$ cat src/design/ast_pkg.sv
// ----------------------------------------------------------------------------
// ast_pkg
// Shared types and codes of the aging session table.
// ----------------------------------------------------------------------------
`default_nettype none

package ast_pkg;

  localparam int NOW_W   = 48;
  localparam int INST_W  = 64;
  localparam int PORT_W  = 16;
  localparam int PROTO_W = 16;
  localparam int PART_W  = 8;
  localparam int ADDR_W  = 32;
  localparam int EXP_W   = 32;
  localparam int STAT_W  = 3;
  localparam int SLOT_W  = 4;
  localparam int CNT_W   = 5;

  localparam logic OP_ANNOUNCE = 1'b0;
  localparam logic OP_TICK     = 1'b1;

  localparam logic [STAT_W-1:0] ST_INSERTED      = 3'd0;
  localparam logic [STAT_W-1:0] ST_REFRESHED     = 3'd1;
  localparam logic [STAT_W-1:0] ST_REMOVED       = 3'd2;
  localparam logic [STAT_W-1:0] ST_CLOSE_UNKNOWN = 3'd3;
  localparam logic [STAT_W-1:0] ST_DROPPED_FULL  = 3'd4;
  localparam logic [STAT_W-1:0] ST_MALFORMED     = 3'd5;
  localparam logic [STAT_W-1:0] ST_TICK_DONE     = 3'd6;

  localparam logic [EXP_W-1:0] EXPIRY_RESET = 32'd5000;

  typedef struct packed {
    logic [INST_W-1:0]  instance_id;
    logic [NOW_W-1:0]   last_seen;
    logic [ADDR_W-1:0]  addr;
    logic [PORT_W-1:0]  port;
    logic [PROTO_W-1:0] protocol;
    logic [PART_W-1:0]  participants;
  } entry_t;

  localparam int ENTRY_W = $bits(entry_t);

  // controller -> datapath
  typedef struct packed {
    logic start;
    logic scan;
    logic decide;
  } cmd_t;

  // datapath -> controller
  typedef struct packed {
    logic scan_done;
    logic out_free;
  } stat_t;

endpackage

`default_nettype wire

$ cat src/design/ast_in_if.sv
// ----------------------------------------------------------------------------
// ast_in_if
// Input channel: one announcement or tick word per handshake.
// ----------------------------------------------------------------------------
`default_nettype none

interface ast_in_if;
  logic                         valid;
  logic                         ready;
  logic                         op;
  logic [ast_pkg::NOW_W-1:0]    now_ms;
  logic [ast_pkg::INST_W-1:0]   instance_req;
  logic                         closing;
  logic [ast_pkg::PORT_W-1:0]   port;
  logic [ast_pkg::PROTO_W-1:0]  protocol;
  logic [ast_pkg::PART_W-1:0]   participants;
  logic [ast_pkg::ADDR_W-1:0]   source_addr;

  modport source (
    output valid, op, now_ms, instance_req, closing, port, protocol,
           participants, source_addr,
    input  ready
  );
  modport sink (
    input  valid, op, now_ms, instance_req, closing, port, protocol,
           participants, source_addr,
    output ready
  );
endinterface

`default_nettype wire

$ cat src/design/ast_out_if.sv
// ----------------------------------------------------------------------------
// ast_out_if
// Result channel: one result word per handshake.
// ----------------------------------------------------------------------------
`default_nettype none

interface ast_out_if;
  logic                        valid;
  logic                        ready;
  logic [ast_pkg::STAT_W-1:0]  status;
  logic [ast_pkg::SLOT_W-1:0]  slot;
  logic [ast_pkg::CNT_W-1:0]   expired_count;
  logic [ast_pkg::CNT_W-1:0]   occupancy;

  modport source (
    output valid, status, slot, expired_count, occupancy,
    input  ready
  );
  modport sink (
    input  valid, status, slot, expired_count, occupancy,
    output ready
  );
endinterface

`default_nettype wire

$ cat src/design/ast_ram.sv
// ----------------------------------------------------------------------------
// ast_ram
// Generic single write port, single read port RAM with registered read.
// ----------------------------------------------------------------------------
`default_nettype none

module ast_ram #(
  parameter int WIDTH = 8,
  parameter int DEPTH = 16
) (
  input  wire logic                               clk,
  input  wire logic                               we,
  input  wire logic [(DEPTH > 1 ? $clog2(DEPTH) : 1)-1:0] waddr,
  input  wire logic [WIDTH-1:0]                   wdata,
  input  wire logic [(DEPTH > 1 ? $clog2(DEPTH) : 1)-1:0] raddr,
  output logic      [WIDTH-1:0]                   rdata
);

  logic [WIDTH-1:0] mem [DEPTH];

  always_ff @(posedge clk) begin
    if (we) begin
      mem[waddr] <= wdata;
    end
    rdata <= mem[raddr];
  end

endmodule

`default_nettype wire

$ cat src/design/ast_dp.sv
// ----------------------------------------------------------------------------
// ast_dp
// Datapath: item register, slot scan with match/free/expiry checks, valid
// bits, occupancy count, entry RAM and the output register.
// ----------------------------------------------------------------------------
`default_nettype none

module ast_dp #(
  parameter int MAX_SESSIONS = 16
) (
  input  wire logic                          clk,
  input  wire logic                          rst_n,
  input  wire ast_pkg::cmd_t                 cmd,
  output ast_pkg::stat_t                     stat,
  input  wire logic                          cfg_wr_en,
  input  wire logic [ast_pkg::EXP_W-1:0]     cfg_wr_data,
  input  wire logic                          in_op,
  input  wire logic [ast_pkg::NOW_W-1:0]     in_now_ms,
  input  wire logic [ast_pkg::INST_W-1:0]    in_instance_req,
  input  wire logic                          in_closing,
  input  wire logic [ast_pkg::PORT_W-1:0]    in_port,
  input  wire logic [ast_pkg::PROTO_W-1:0]   in_protocol,
  input  wire logic [ast_pkg::PART_W-1:0]    in_participants,
  input  wire logic [ast_pkg::ADDR_W-1:0]    in_source_addr,
  ast_out_if.source                          out_ch
);

  localparam int IW = (MAX_SESSIONS > 1) ? $clog2(MAX_SESSIONS) : 1;
  localparam int CW = $clog2(MAX_SESSIONS + 1);
  localparam logic [CW-1:0] LAST = CW'(MAX_SESSIONS);

  logic [ast_pkg::EXP_W-1:0]   expiry_r;
  logic                        op_r;
  logic [ast_pkg::NOW_W-1:0]   now_r;
  logic [ast_pkg::INST_W-1:0]  inst_r;
  logic                        closing_r;
  logic [ast_pkg::PORT_W-1:0]  port_r;
  logic [ast_pkg::PROTO_W-1:0] proto_r;
  logic [ast_pkg::PART_W-1:0]  parts_r;
  logic [ast_pkg::ADDR_W-1:0]  addr_r;

  logic [CW-1:0]           idx_r;
  logic                    chk_v_r;
  logic [IW-1:0]           chk_idx_r;
  logic                    hit_f_r;
  logic [IW-1:0]           hit_idx_r;
  logic                    free_f_r;
  logic [IW-1:0]           free_idx_r;
  logic [CW-1:0]           exp_cnt_r;
  logic [CW-1:0]           occ_r;
  logic [MAX_SESSIONS-1:0] valid_r;

  logic                         out_valid_r;
  logic [ast_pkg::STAT_W-1:0]   out_status_r;
  logic [ast_pkg::SLOT_W-1:0]   out_slot_r;
  logic [ast_pkg::CNT_W-1:0]    out_exp_r;
  logic [ast_pkg::CNT_W-1:0]    out_occ_r;

  ast_pkg::entry_t rd_entry;
  ast_pkg::entry_t wr_entry;
  logic [ast_pkg::ENTRY_W-1:0] rd_bits;

  logic                      slot_v;
  logic [ast_pkg::NOW_W:0]   age;
  logic                      expire;

  logic [ast_pkg::STAT_W-1:0] res_status;
  logic [IW-1:0]              res_slot;
  logic                       wr_en;
  logic                       set_v;
  logic                       clr_v;
  logic [CW-1:0]              occ_nxt;

  assign rd_entry = ast_pkg::entry_t'(rd_bits);

  assign wr_entry.instance_id  = inst_r;
  assign wr_entry.last_seen    = now_r;
  assign wr_entry.addr         = addr_r;
  assign wr_entry.port         = port_r;
  assign wr_entry.protocol     = proto_r;
  assign wr_entry.participants = parts_r;

  ast_ram #(
    .WIDTH (ast_pkg::ENTRY_W),
    .DEPTH (MAX_SESSIONS)
  ) u_entry_ram (
    .clk   (clk),
    .we    (cmd.decide && wr_en),
    .waddr (res_slot),
    .wdata (wr_entry),
    .raddr (idx_r[IW-1:0]),
    .rdata (rd_bits)
  );

  // slot check stage, in the cycle after the RAM address is applied
  assign slot_v = valid_r[chk_idx_r];
  // borrow bit set means the entry was seen after now
  assign age    = {1'b0, now_r} - {1'b0, rd_entry.last_seen};
  assign expire = chk_v_r && (op_r == ast_pkg::OP_TICK) && slot_v && !age[ast_pkg::NOW_W] &&
                  (age[ast_pkg::NOW_W-1:0] > {16'd0, expiry_r});

  assign stat.scan_done = (idx_r == LAST) && !chk_v_r;
  assign stat.out_free  = !out_valid_r || out_ch.ready;

  always_comb begin
    res_status = ast_pkg::ST_TICK_DONE;
    res_slot   = hit_idx_r;
    wr_en      = 1'b0;
    set_v      = 1'b0;
    clr_v      = 1'b0;
    occ_nxt    = occ_r;
    if (op_r == ast_pkg::OP_TICK) begin
      res_slot = '0;
    end else if (port_r == '0) begin
      res_status = ast_pkg::ST_MALFORMED;
      res_slot   = '0;
    end else if (closing_r) begin
      if (hit_f_r) begin
        res_status = ast_pkg::ST_REMOVED;
        clr_v      = 1'b1;
        occ_nxt    = occ_r - 1'b1;
      end else begin
        res_status = ast_pkg::ST_CLOSE_UNKNOWN;
        res_slot   = '0;
      end
    end else if (hit_f_r) begin
      res_status = ast_pkg::ST_REFRESHED;
      wr_en      = 1'b1;
    end else if (free_f_r) begin
      res_status = ast_pkg::ST_INSERTED;
      res_slot   = free_idx_r;
      wr_en      = 1'b1;
      set_v      = 1'b1;
      occ_nxt    = occ_r + 1'b1;
    end else begin
      res_status = ast_pkg::ST_DROPPED_FULL;
      res_slot   = '0;
    end
  end

  always_ff @(posedge clk) begin
    if (!rst_n) begin
      expiry_r <= ast_pkg::EXPIRY_RESET;
    end else if (cfg_wr_en) begin
      expiry_r <= cfg_wr_data;
    end
  end

  always_ff @(posedge clk) begin
    if (cmd.start) begin
      op_r      <= in_op;
      now_r     <= in_now_ms;
      inst_r    <= in_instance_req;
      closing_r <= in_closing;
      port_r    <= in_port;
      proto_r   <= in_protocol;
      parts_r   <= in_participants;
      addr_r    <= in_source_addr;
    end
  end

  always_ff @(posedge clk) begin
    if (!rst_n) begin
      idx_r     <= '0;
      chk_v_r   <= 1'b0;
      chk_idx_r <= '0;
      hit_f_r   <= 1'b0;
      free_f_r  <= 1'b0;
      exp_cnt_r <= '0;
    end else if (cmd.start) begin
      idx_r     <= '0;
      chk_v_r   <= 1'b0;
      hit_f_r   <= 1'b0;
      free_f_r  <= 1'b0;
      exp_cnt_r <= '0;
    end else begin
      chk_v_r <= cmd.scan && (idx_r != LAST);
      if (cmd.scan && (idx_r != LAST)) begin
        idx_r     <= idx_r + 1'b1;
        chk_idx_r <= idx_r[IW-1:0];
      end
      if (expire) begin
        exp_cnt_r <= exp_cnt_r + 1'b1;
      end
      if (chk_v_r && (op_r == ast_pkg::OP_ANNOUNCE)) begin
        if (slot_v && !hit_f_r && (rd_entry.instance_id == inst_r)) begin
          hit_f_r   <= 1'b1;
          hit_idx_r <= chk_idx_r;
        end
        if (!slot_v && !free_f_r) begin
          free_f_r   <= 1'b1;
          free_idx_r <= chk_idx_r;
        end
      end
    end
  end

  always_ff @(posedge clk) begin
    if (!rst_n) begin
      valid_r <= '0;
      occ_r   <= '0;
    end else begin
      if (expire) begin
        valid_r[chk_idx_r] <= 1'b0;
        occ_r              <= occ_r - 1'b1;
      end else if (cmd.decide) begin
        occ_r <= occ_nxt;
        if (set_v) begin
          valid_r[res_slot] <= 1'b1;
        end
        if (clr_v) begin
          valid_r[res_slot] <= 1'b0;
        end
      end
    end
  end

  always_ff @(posedge clk) begin
    if (!rst_n) begin
      out_valid_r <= 1'b0;
    end else if (cmd.decide) begin
      out_valid_r <= 1'b1;
    end else if (out_ch.ready) begin
      out_valid_r <= 1'b0;
    end
  end

  always_ff @(posedge clk) begin
    if (cmd.decide) begin
      out_status_r <= res_status;
      out_slot_r   <= ast_pkg::SLOT_W'(res_slot);
      out_exp_r    <= ast_pkg::CNT_W'(exp_cnt_r);
      out_occ_r    <= ast_pkg::CNT_W'(occ_nxt);
    end
  end

  assign out_ch.valid         = out_valid_r;
  assign out_ch.status        = out_status_r;
  assign out_ch.slot          = out_slot_r;
  assign out_ch.expired_count = out_exp_r;
  assign out_ch.occupancy     = out_occ_r;

endmodule

`default_nettype wire

$ cat src/design/ast_ctrl.sv
// ----------------------------------------------------------------------------
// ast_ctrl
// Controller: accept a word, run the slot scan, then commit and emit the
// result once the output register is free.
// ----------------------------------------------------------------------------
`default_nettype none

module ast_ctrl (
  input  wire logic            clk,
  input  wire logic            rst_n,
  input  wire logic            in_valid,
  output logic                 in_ready,
  input  wire ast_pkg::stat_t  stat,
  output ast_pkg::cmd_t        cmd
);

  localparam logic [1:0] S_IDLE   = 2'd0;
  localparam logic [1:0] S_SCAN   = 2'd1;
  localparam logic [1:0] S_DECIDE = 2'd2;

  logic [1:0] state_r;
  logic [1:0] state_nxt;

  always_comb begin
    state_nxt  = state_r;
    in_ready   = 1'b0;
    cmd.start  = 1'b0;
    cmd.scan   = 1'b0;
    cmd.decide = 1'b0;
    case (state_r)
      S_IDLE: begin
        in_ready  = 1'b1;
        cmd.start = in_valid;
        if (in_valid) begin
          state_nxt = S_SCAN;
        end
      end
      S_SCAN: begin
        cmd.scan = 1'b1;
        if (stat.scan_done) begin
          state_nxt = S_DECIDE;
        end
      end
      S_DECIDE: begin
        cmd.decide = stat.out_free;
        if (stat.out_free) begin
          state_nxt = S_IDLE;
        end
      end
      default: begin
        state_nxt = S_IDLE;
      end
    endcase
  end

  always_ff @(posedge clk) begin
    if (!rst_n) begin
      state_r <= S_IDLE;
    end else begin
      state_r <= state_nxt;
    end
  end

endmodule

`default_nettype wire

$ cat src/design/aging_session_table_top.sv
// ----------------------------------------------------------------------------
// aging_session_table_top
// Session table keyed by instance id with insert/refresh/remove and aging.
//
//   channel  dir  handshake      word
//   in_ch    in   valid/ready    op, now_ms, instance_req, closing, port,
//                                protocol, participants, source_addr
//   out_ch   out  valid/ready    status, slot, expired_count, occupancy
//   cfg_*    in   write enable   expiry_ms
//
// One word at a time: a new word is accepted only after the scan and the
// commit of the last one; the scan does one entry RAM read per cycle.
// Reset empties the table at once (valid bits) and loads expiry 5000.
// A result waiting in the output register does not block the next accept;
// the commit cycle waits until that register is free.
// ----------------------------------------------------------------------------
`default_nettype none

module aging_session_table_top #(
  parameter int MAX_SESSIONS = 16
) (
  input  wire logic                       clk,
  input  wire logic                       rst_n,
  input  wire logic                       cfg_wr_en,
  input  wire logic [ast_pkg::EXP_W-1:0]  cfg_wr_data,
  ast_in_if.sink                          in_ch,
  ast_out_if.source                       out_ch
);

  ast_pkg::cmd_t  cmd;
  ast_pkg::stat_t stat;
  logic           in_ready;

  assign in_ch.ready = in_ready;

  ast_ctrl u_ctrl (
    .clk      (clk),
    .rst_n    (rst_n),
    .in_valid (in_ch.valid),
    .in_ready (in_ready),
    .stat     (stat),
    .cmd      (cmd)
  );

  ast_dp #(
    .MAX_SESSIONS (MAX_SESSIONS)
  ) u_dp (
    .clk             (clk),
    .rst_n           (rst_n),
    .cmd             (cmd),
    .stat            (stat),
    .cfg_wr_en       (cfg_wr_en),
    .cfg_wr_data     (cfg_wr_data),
    .in_op           (in_ch.op),
    .in_now_ms       (in_ch.now_ms),
    .in_instance_req (in_ch.instance_req),
    .in_closing      (in_ch.closing),
    .in_port         (in_ch.port),
    .in_protocol     (in_ch.protocol),
    .in_participants (in_ch.participants),
    .in_source_addr  (in_ch.source_addr),
    .out_ch          (out_ch)
  );

endmodule

`default_nettype wire

$ cat src/flat_wrapper.sv
// flat-port wrapper written by rule: the top's interface ports become plain ports
module aging_session_table_top_flat 
#(
  parameter int MAX_SESSIONS = 16
)
  (clk, rst_n, cfg_wr_en, cfg_wr_data, in_ch_valid, in_ch_op, in_ch_now_ms, in_ch_instance_req, in_ch_closing, in_ch_port, in_ch_protocol, in_ch_participants, in_ch_source_addr, in_ch_ready, out_ch_valid, out_ch_status, out_ch_slot, out_ch_expired_count, out_ch_occupancy, out_ch_ready);
  ast_in_if in_ch_i ();
  ast_out_if out_ch_i ();
  input  wire logic clk;
  input  wire logic rst_n;
  input  wire logic cfg_wr_en;
  input  wire logic [ast_pkg::EXP_W-1:0] cfg_wr_data;
  input wire logic [$bits(in_ch_i.valid)-1:0] in_ch_valid;
  input wire logic [$bits(in_ch_i.op)-1:0] in_ch_op;
  input wire logic [$bits(in_ch_i.now_ms)-1:0] in_ch_now_ms;
  input wire logic [$bits(in_ch_i.instance_req)-1:0] in_ch_instance_req;
  input wire logic [$bits(in_ch_i.closing)-1:0] in_ch_closing;
  input wire logic [$bits(in_ch_i.port)-1:0] in_ch_port;
  input wire logic [$bits(in_ch_i.protocol)-1:0] in_ch_protocol;
  input wire logic [$bits(in_ch_i.participants)-1:0] in_ch_participants;
  input wire logic [$bits(in_ch_i.source_addr)-1:0] in_ch_source_addr;
  output wire logic [$bits(in_ch_i.ready)-1:0] in_ch_ready;
  output wire logic [$bits(out_ch_i.valid)-1:0] out_ch_valid;
  output wire logic [$bits(out_ch_i.status)-1:0] out_ch_status;
  output wire logic [$bits(out_ch_i.slot)-1:0] out_ch_slot;
  output wire logic [$bits(out_ch_i.expired_count)-1:0] out_ch_expired_count;
  output wire logic [$bits(out_ch_i.occupancy)-1:0] out_ch_occupancy;
  input wire logic [$bits(out_ch_i.ready)-1:0] out_ch_ready;
  assign in_ch_i.valid = in_ch_valid;
  assign in_ch_i.op = in_ch_op;
  assign in_ch_i.now_ms = in_ch_now_ms;
  assign in_ch_i.instance_req = in_ch_instance_req;
  assign in_ch_i.closing = in_ch_closing;
  assign in_ch_i.port = in_ch_port;
  assign in_ch_i.protocol = in_ch_protocol;
  assign in_ch_i.participants = in_ch_participants;
  assign in_ch_i.source_addr = in_ch_source_addr;
  assign in_ch_ready = in_ch_i.ready;
  assign out_ch_valid = out_ch_i.valid;
  assign out_ch_status = out_ch_i.status;
  assign out_ch_slot = out_ch_i.slot;
  assign out_ch_expired_count = out_ch_i.expired_count;
  assign out_ch_occupancy = out_ch_i.occupancy;
  assign out_ch_i.ready = out_ch_ready;
  aging_session_table_top #(.MAX_SESSIONS(MAX_SESSIONS)) u_core (.clk(clk), .rst_n(rst_n), .cfg_wr_en(cfg_wr_en), .cfg_wr_data(cfg_wr_data), .in_ch(in_ch_i), .out_ch(out_ch_i));
endmodule
$ cat config.mk
export PLATFORM = sky130hd
export DESIGN_NAME = aging_session_table_top_flat
export DESIGN_NICKNAME = d
export VERILOG_FILES = /design/src/design/ast_pkg.sv /design/src/design/ast_in_if.sv /design/src/design/ast_out_if.sv /design/src/design/ast_ram.sv /design/src/design/ast_dp.sv /design/src/design/ast_ctrl.sv /design/src/design/aging_session_table_top.sv /design/src/flat_wrapper.sv
export SDC_FILE = /design/constraint.sdc
export NUM_CORES = 2
export LEC_CHECK = 0
export ABC_AREA = 1
export BUFFER_PORTS_ARGS = -buffer_cell sky130_fd_sc_hd__buf_2
export CAP_MARGIN = 20
export CORE_ASPECT_RATIO = 1.25
export CORE_MARGIN = 2
export CORE_UTILIZATION = 40
export CTS_BUF_LIST = sky130_fd_sc_hd__clkbuf_2 sky130_fd_sc_hd__clkbuf_4 sky130_fd_sc_hd__clkbuf_8
export CTS_CLUSTER_DIAMETER = 60
export DETAILED_ROUTE_END_ITERATION = 8
export HOLD_SLACK_MARGIN = 0.12
export PLACE_DENSITY = 0.67
export SYNTH_ARGS = -nofsm -noshare
export SYNTH_HDL_FRONTEND = slang
export SYNTH_SLANG_ARGS = --single-unit
$ cat constraint.sdc
create_clock -name clk -period 17.2 [get_ports clk]
set_clock_uncertainty 0.05 [all_clocks]
set_input_delay 1.72 -clock clk [delete_from_list [all_inputs] [get_ports clk]]
set_output_delay 1.72 -clock clk [all_outputs]
set_load 0.005 [all_outputs]
### After elaboration in Yosys (flattened, before gate mapping)

Memories as Yosys holds them, arrays and structs flattened. A register that Yosys moved wholly into a read port is not among the register bits.
Cells that the tools add are included.

* latch bits: 0
* register bits: 284
* bits in writable memories: 2944
* input port bits: 223
* memories: 1
* bits in read-only memories: 0

* div/mod/pow operators: 0
* add/subtract/negate cells: 5
* reduce and logical (&&, ||, !) cells: 32
* equal/unequal tests: 8
* shifts and indexed selects: 0
* muxes and demuxes: 57
* $lt $le $gt $ge: 5
* bitwise operators: 8
* $mul: 0

Memory list
* u_core.u_dp.u_entry_ram.mem: depth 16, width 184, read ports 1, clocked after memory_dff 1, write ports 1, line ast_ram.sv:19 `logic [WIDTH-1:0] mem [DEPTH];`

Operator list (count)
* $mux 16: 7
* $eq 64x64->1: 1
* $sub 48x48->49: 1
* $gt 48x32->1: 1
* $mux 5: 8
* $and 16x16->16: 2
* $not 16->16: 2
* $mux 1: 25
* $mux 4: 6
* $logic_not 16->1: 1
* $or 16x16->16: 1
* $add 5x1->5 const B: 3
* $logic_and 1x1->1: 13
* $lt 4x5->1 const B: 2
* $mux 3: 3
* $demux 1 s4: 2
* $ge 4x1->1 const B: 2
* $mux 2: 4
* $reduce_and 4->1: 2
* $logic_not 1->1: 6
* $pmux 2 s3: 1
* $reduce_and 2->1: 3
* $eq 5x5->1 const B: 1
* $ne 5x5->1 const B: 1
* 12 further kinds: 17

### Depth between registers and ports, before layout

* depth in word-level cells: 18
* gate-level depth with buffers: 32

### Cells and area by module

From an unflattened synthesis, not the netlist that was laid out.

* cells, all modules: 13107
* area, all modules: 141831.0 um2

Modules (own cells, without submodules)
* ast_ram: instances 1, area each 125778.1 um2, sequential area each 92088.3 um2, cells an instance 11157
* ast_dp: instances 1, area each 15927.8 um2, sequential area each 7757.4 um2, cells an instance 1930
* ast_ctrl: instances 1, area each 125.1 um2, sequential area each 40.0 um2, cells an instance 20

### Worst setup path before layout

Ideal clock, no wire load.

* path kind: in2reg
* start point: input port out_ch_ready
* end point: memory u_core.u_dp.u_entry_ram.mem[11][100] (netlist bit) (enable)
* buffers on the path: 0
* path slack: 3.500 ns
* library setup time: 0.857 ns
* required time: 16.293 ns
* arrival time: 12.793 ns
* stages: 6
* cells stage by stage: nor2_1 > inv_1 > nand2_1 > nor3_1 > nand2_1 > nor4_1

* cells in the longest elaborated chain, start to end: 5

RTL lines
* from (decl): line flat_wrapper.sv:28 `input wire logic [$bits(out_ch_i.ready)-1:0] out_ch_ready;`
* $logic_or 1x1->1: line ast_dp.sv:103 `assign stat.out_free = !out_valid_r || out_ch.ready;`
* $mux 1: line ast_ctrl.sv:30 `case (state_r)`
* $logic_and 1x1->1: line ast_dp.sv:88 `.we (cmd.decide && wr_en),`
* $mux 1: line ast_ram.sv:22 `if (we) begin`
* $mux 1 (not written as such): line ast_ram.sv:23 `mem[waddr] <= wdata;`
* to (decl): line ast_ram.sv:19

No other way between the ends.

### Worst setup path after layout

* start point: register u_core.u_dp.now_r[4] (netlist bit)
* end point: register u_core.u_dp.exp_cnt_r[4]

* cells in the longest elaborated chain, start to end: 4
* elaborated cells between the ends (all ways): 5
* those cells by class: add/sub: 1; order compare: 1; reduce/logical: 3

RTL lines
* from (decl): line ast_dp.sv:34 `logic [ast_pkg::NOW_W-1:0] now_r;`
* from (signal assigned): line ast_dp.sv:152 `now_r <= in_now_ms;`
* $sub 48x48->49 *: line ast_dp.sv:98 `assign age = {1'b0, now_r} - {1'b0, rd_entry.last_seen};`
* parallel branches: the longest is 2 deep, another holds $gt 48x32->1
* $logic_and 1x1->1 *: line ast_dp.sv:99 `assign expire = chk_v_r && (op_r == ast_pkg::OP_TICK) && slot_v && !age[ast_pkg::NOW_W] &&`
* to (signal assigned): line ast_dp.sv:183 `exp_cnt_r <= exp_cnt_r + 1'b1;`
* to (decl): line ast_dp.sv:49 `logic [CW-1:0] exp_cnt_r;`

Mark *: on every way between the ends.
A chain may end at the register's enable or synchronous reset.

==> out/metrics.yaml <==
run_status:
  status: "complete, no violations"
place:
  placed_cell_area_um2: 89000
  gp_congestion: 0.914
  io_buffers: 185
  dp_slack_ps: 10810
  dp_hpwl_um: 114000
cts:
  clockBufferDepth: 4
  cts_buffers: 347
  clkTransAtPathRegs_ps: 60
  clk_latency_ps: 1060
  post_cts_buffers: 0
  cts_sinks: 2132
  post_cts_resized: 0
  postCtsHoldBufs: 0
  h-tree-depth: 5
  cts_root_buf: "clkbuf_8"
  cts_tree: "built"
global_routing:
  grt_use_met2_pct: 34.3
  met3_usage_pct: 3.51
  antenna_found_initial: 13
  globalRoute.totalOverflow: 0
  top_usage_layer: "met2"
  grt_use_met1_pct: 26.4
  grt_util_all_layers_pct: 20.4
  grt_pass1_wl_um: 337000
  grt_pass1_vias: 55104
  grt_start_max_net_pins: 240
finish:
  drive_gt1_share_pct: 12.3
  multiInputGateArea_um2: 20300
  fin_util_pct: 45.2
  seqCellArea_um2: 62200
  area_growth_pct: 12.4
  final_nets: 7416
  n_fill_cell: 18721
  stdcell_area_um2: 95900
power:
  intPower_uw: 8280
  p_comb_share_pct: 6.4
  power_density_nw_per_um2: 113
  pwr-share-seq_pct: 53.9
  peakVddDrop_uv: 103
  swShare_pct: 23.3
  switchingPower_uw: 2510
  p_leak_uw: 0.0331
  clock_power_share_pct: 39.7
hold_path:
  hold_class: "reg2reg"
die:
  die_h_um: 520
  dieArea_um2: 217000
  num_rows: 189
  num_io_pins: 242
  coreArea_um2: 212000
  start_util_pct: 40.2
  die_x_um: 417
synth:
  avgSynthCellArea_um2: 12.4
  syn_nets: 7209
  yosysTopAreaCell: "edfxtp_1"
  async_flop_share_pct: 0
  synth-seq-cells: 2132
  synth_edf_count: 1947
  netlist_area_um2: 85300
  yosysSeqAreaShare_pct: 72.9
  synth.most_common_cell: "edfxtp_1"
  synth_top_area_share_pct: 68.5
  synth_flop_cell: "edfxtp_1"
  yosysWarningCount: 0
  synth.area.top_cells: "edfxtp_1, o21ai_0, nor2_1, dfxtp_1, nand2_1"
  synth_common_cells: "edfxtp_1, nor2_1, o21ai_0"
  synth_cell_type_count: 55
  syn_inst: 6899
detailed_routing:
  drt_iter0_drc: 6309
  drc: 0
  wirelength_um: 229000
  vias: 56474
  wl_per_cell_um: 22.5
  vias_per_cell: 5.57
  first_pass_iters: 6
  drtAntennaViolNets: 0
setup_path:
  start_kind: "flip-flop"
  critical_path.max_fanout: 47
  worstSetupPathType: "reg2reg"
  cp-end-kind: "flip-flop"
  worst_ep_required_time_ps: 18040
  arrival_ps: 7160
timing:
  fmax_ghz: 0.158
  rsz0062_at_grt: "false"
  slew_headroom_pct: 10.4
  maxSlewViolCount: 0
  setup_slack_ps: 10870
  worstMarginPinSlew_ps: 1340
  setup_tns_ps: 0
  post-route-min-period_ps: 6330
  finalHoldViolations: 0
  finalCritPeriodShare_pct: 36.8
  finalSetupViolCount: 0
flow_run:
  cap_violations: 0
[layout by cell type (no fill, tap or decap), types with 8 or more instances in the layout]
| cell | count |
|---|---|
| clkbuf_8 | 377 |
| nand2_1 | 728 |
| nor2_1 | 1035 |
| xnor2_1 | 23 |
| edfxtp_1 | 1947 |
| buf_12 | 19 |
| buf_2 | 185 |
| a211oi_1 | 10 |
| o21bai_1 | 9 |
| clkbuf_4 | 132 |
| nand4_1 | 24 |
| buf_4 | 44 |
| clkinvlp_4 | 9 |
| clkinv_1 | 55 |
| nor3_2 | 10 |
| a21oi_1 | 136 |
| o211ai_1 | 56 |
| dfxtp_1 | 182 |
| nand3_1 | 266 |
| clkinv_2 | 42 |
| inv_2 | 26 |
| nand3b_1 | 8 |
| inv_1 | 347 |
| nand2_2 | 8 |
| nor4_1 | 14 |
| o22ai_1 | 293 |
| nor2_2 | 17 |
| xor2_1 | 50 |
| o21ai_0 | 964 |
| ha_1 | 86 |
| o221ai_1 | 170 |
| nor3_1 | 16 |
[worst max-delay path: stages (launching register included)]
cell and delay, ps:
edfxtp_1 670, ha_1 520, nand2_1 140, nor2_1 230
nand2_1 80, nand2_1 160, nand2_1 70, nand2_1 220
a21oi_1 130, xnor2_1 170, ha_1 310, nand2_1 70
nor2_1 160, nand4_1 180, nor3b_1 380, nand4_1 140
nand2_1 210, nand3_1 90, nor2_1 120, nand2_1 60
nor2_1 120, nand2_1 530, nand2_2 970, inv_2 180
nand2_1 120, a21oi_1 60
[flip-flops by register name, indices dropped and copies added, names as in the netlist, 2 cells and up]
name / count
u_core.u_ctrl.state_r: 2
u_core.u_dp.chk_idx_r: 4
u_core.u_dp.exp_cnt_r: 5
u_core.u_dp.expiry_r: 32
u_core.u_dp.free_idx_r: 4
u_core.u_dp.hit_idx_r: 4
u_core.u_dp.idx_r: 5
u_core.u_dp.inst_r: 64
u_core.u_dp.now_r: 48
u_core.u_dp.occ_r: 5
u_core.u_dp.out_ch.expired_count: 5
u_core.u_dp.out_ch.occupancy: 5
u_core.u_dp.out_ch.slot: 4
u_core.u_dp.out_ch.status: 3
u_core.u_dp.port_r: 16
u_core.u_dp.u_entry_ram.mem: 1792
u_core.u_dp.u_entry_ram.rdata: 112
u_core.u_dp.valid_r: 16
[per-layer routing]
layer / vias up / wire (µm) / share of wire, %
met4: 8 / 7820 / 3.4
met2: 2425 / 111000 / 49
met5: - / 36 / 0.016
li1: 25539 / - / -
met3: 479 / 18000 / 7.9
met1: 28023 / 91800 / 40
[power groups by stage]
stage          clock network [µW]  registers, µW  logic, µW
6_report                     4280           5810        695
5_1_grt                      4570           5820        776
4_1_cts                      4360           5810        695
3_5_place_dp                    0           5920        693
3_3_place_gp                    0           5910        677
2_1_floorplan                   0           5880        475
[logic make-up after synthesis]
logic type | synth area share [%]
buffers and inverters | 3.47
AO/OA/AOI/OAI | 11.3
flip-flops | 72.9
AND/OR/NAND/NOR | 10.3
adder cells (fa/ha/maj) | 1.29
XOR/XNOR | 0.750
[worst paths after layout]
kind | cells past startpoint | endpoint | startpoint | slack [ps]
worst max-delay path | 25 | u_core.u_dp.exp_cnt_r[4] | u_core.u_dp.now_r[4] | 10870
worst max register to register | 25 | u_core.u_dp.exp_cnt_r[4] | u_core.u_dp.now_r[4] | 10870
worst min-delay path | 2 | u_core.u_dp.expiry_r[28] | u_core.u_dp.expiry_r[28] | 410
worst min register to register | 2 | u_core.u_dp.expiry_r[28] | u_core.u_dp.expiry_r[28] | 410
[metrics by stage]
stage | hold slack, ps | total power, µW | std cells
2_1_floorplan | 385 | 6350 | 6899
4_1_cts | 416 | 10900 | 10138
6_report | 414 | 10800 | 10147
3_3_place_gp | 405 | 6590 | 9522
5_1_grt | 435 | 11200 | 10143
3_5_place_dp | 407 | 6610 | 9523
[final cells by class]
type / count / area share [%]
clock buffer: 509 / 6.45
clock inverter: 106 / 0.610
tap: 2769 / 3.61
timing repair buffer: 250 / 1.75
sequential: 2132 / 64.9
antenna: 6 / 0.0157
inverter: 384 / 1.54
multi-input combinational: 3991 / 21.2
Note: power is estimated with default switching activity, not from simulation.
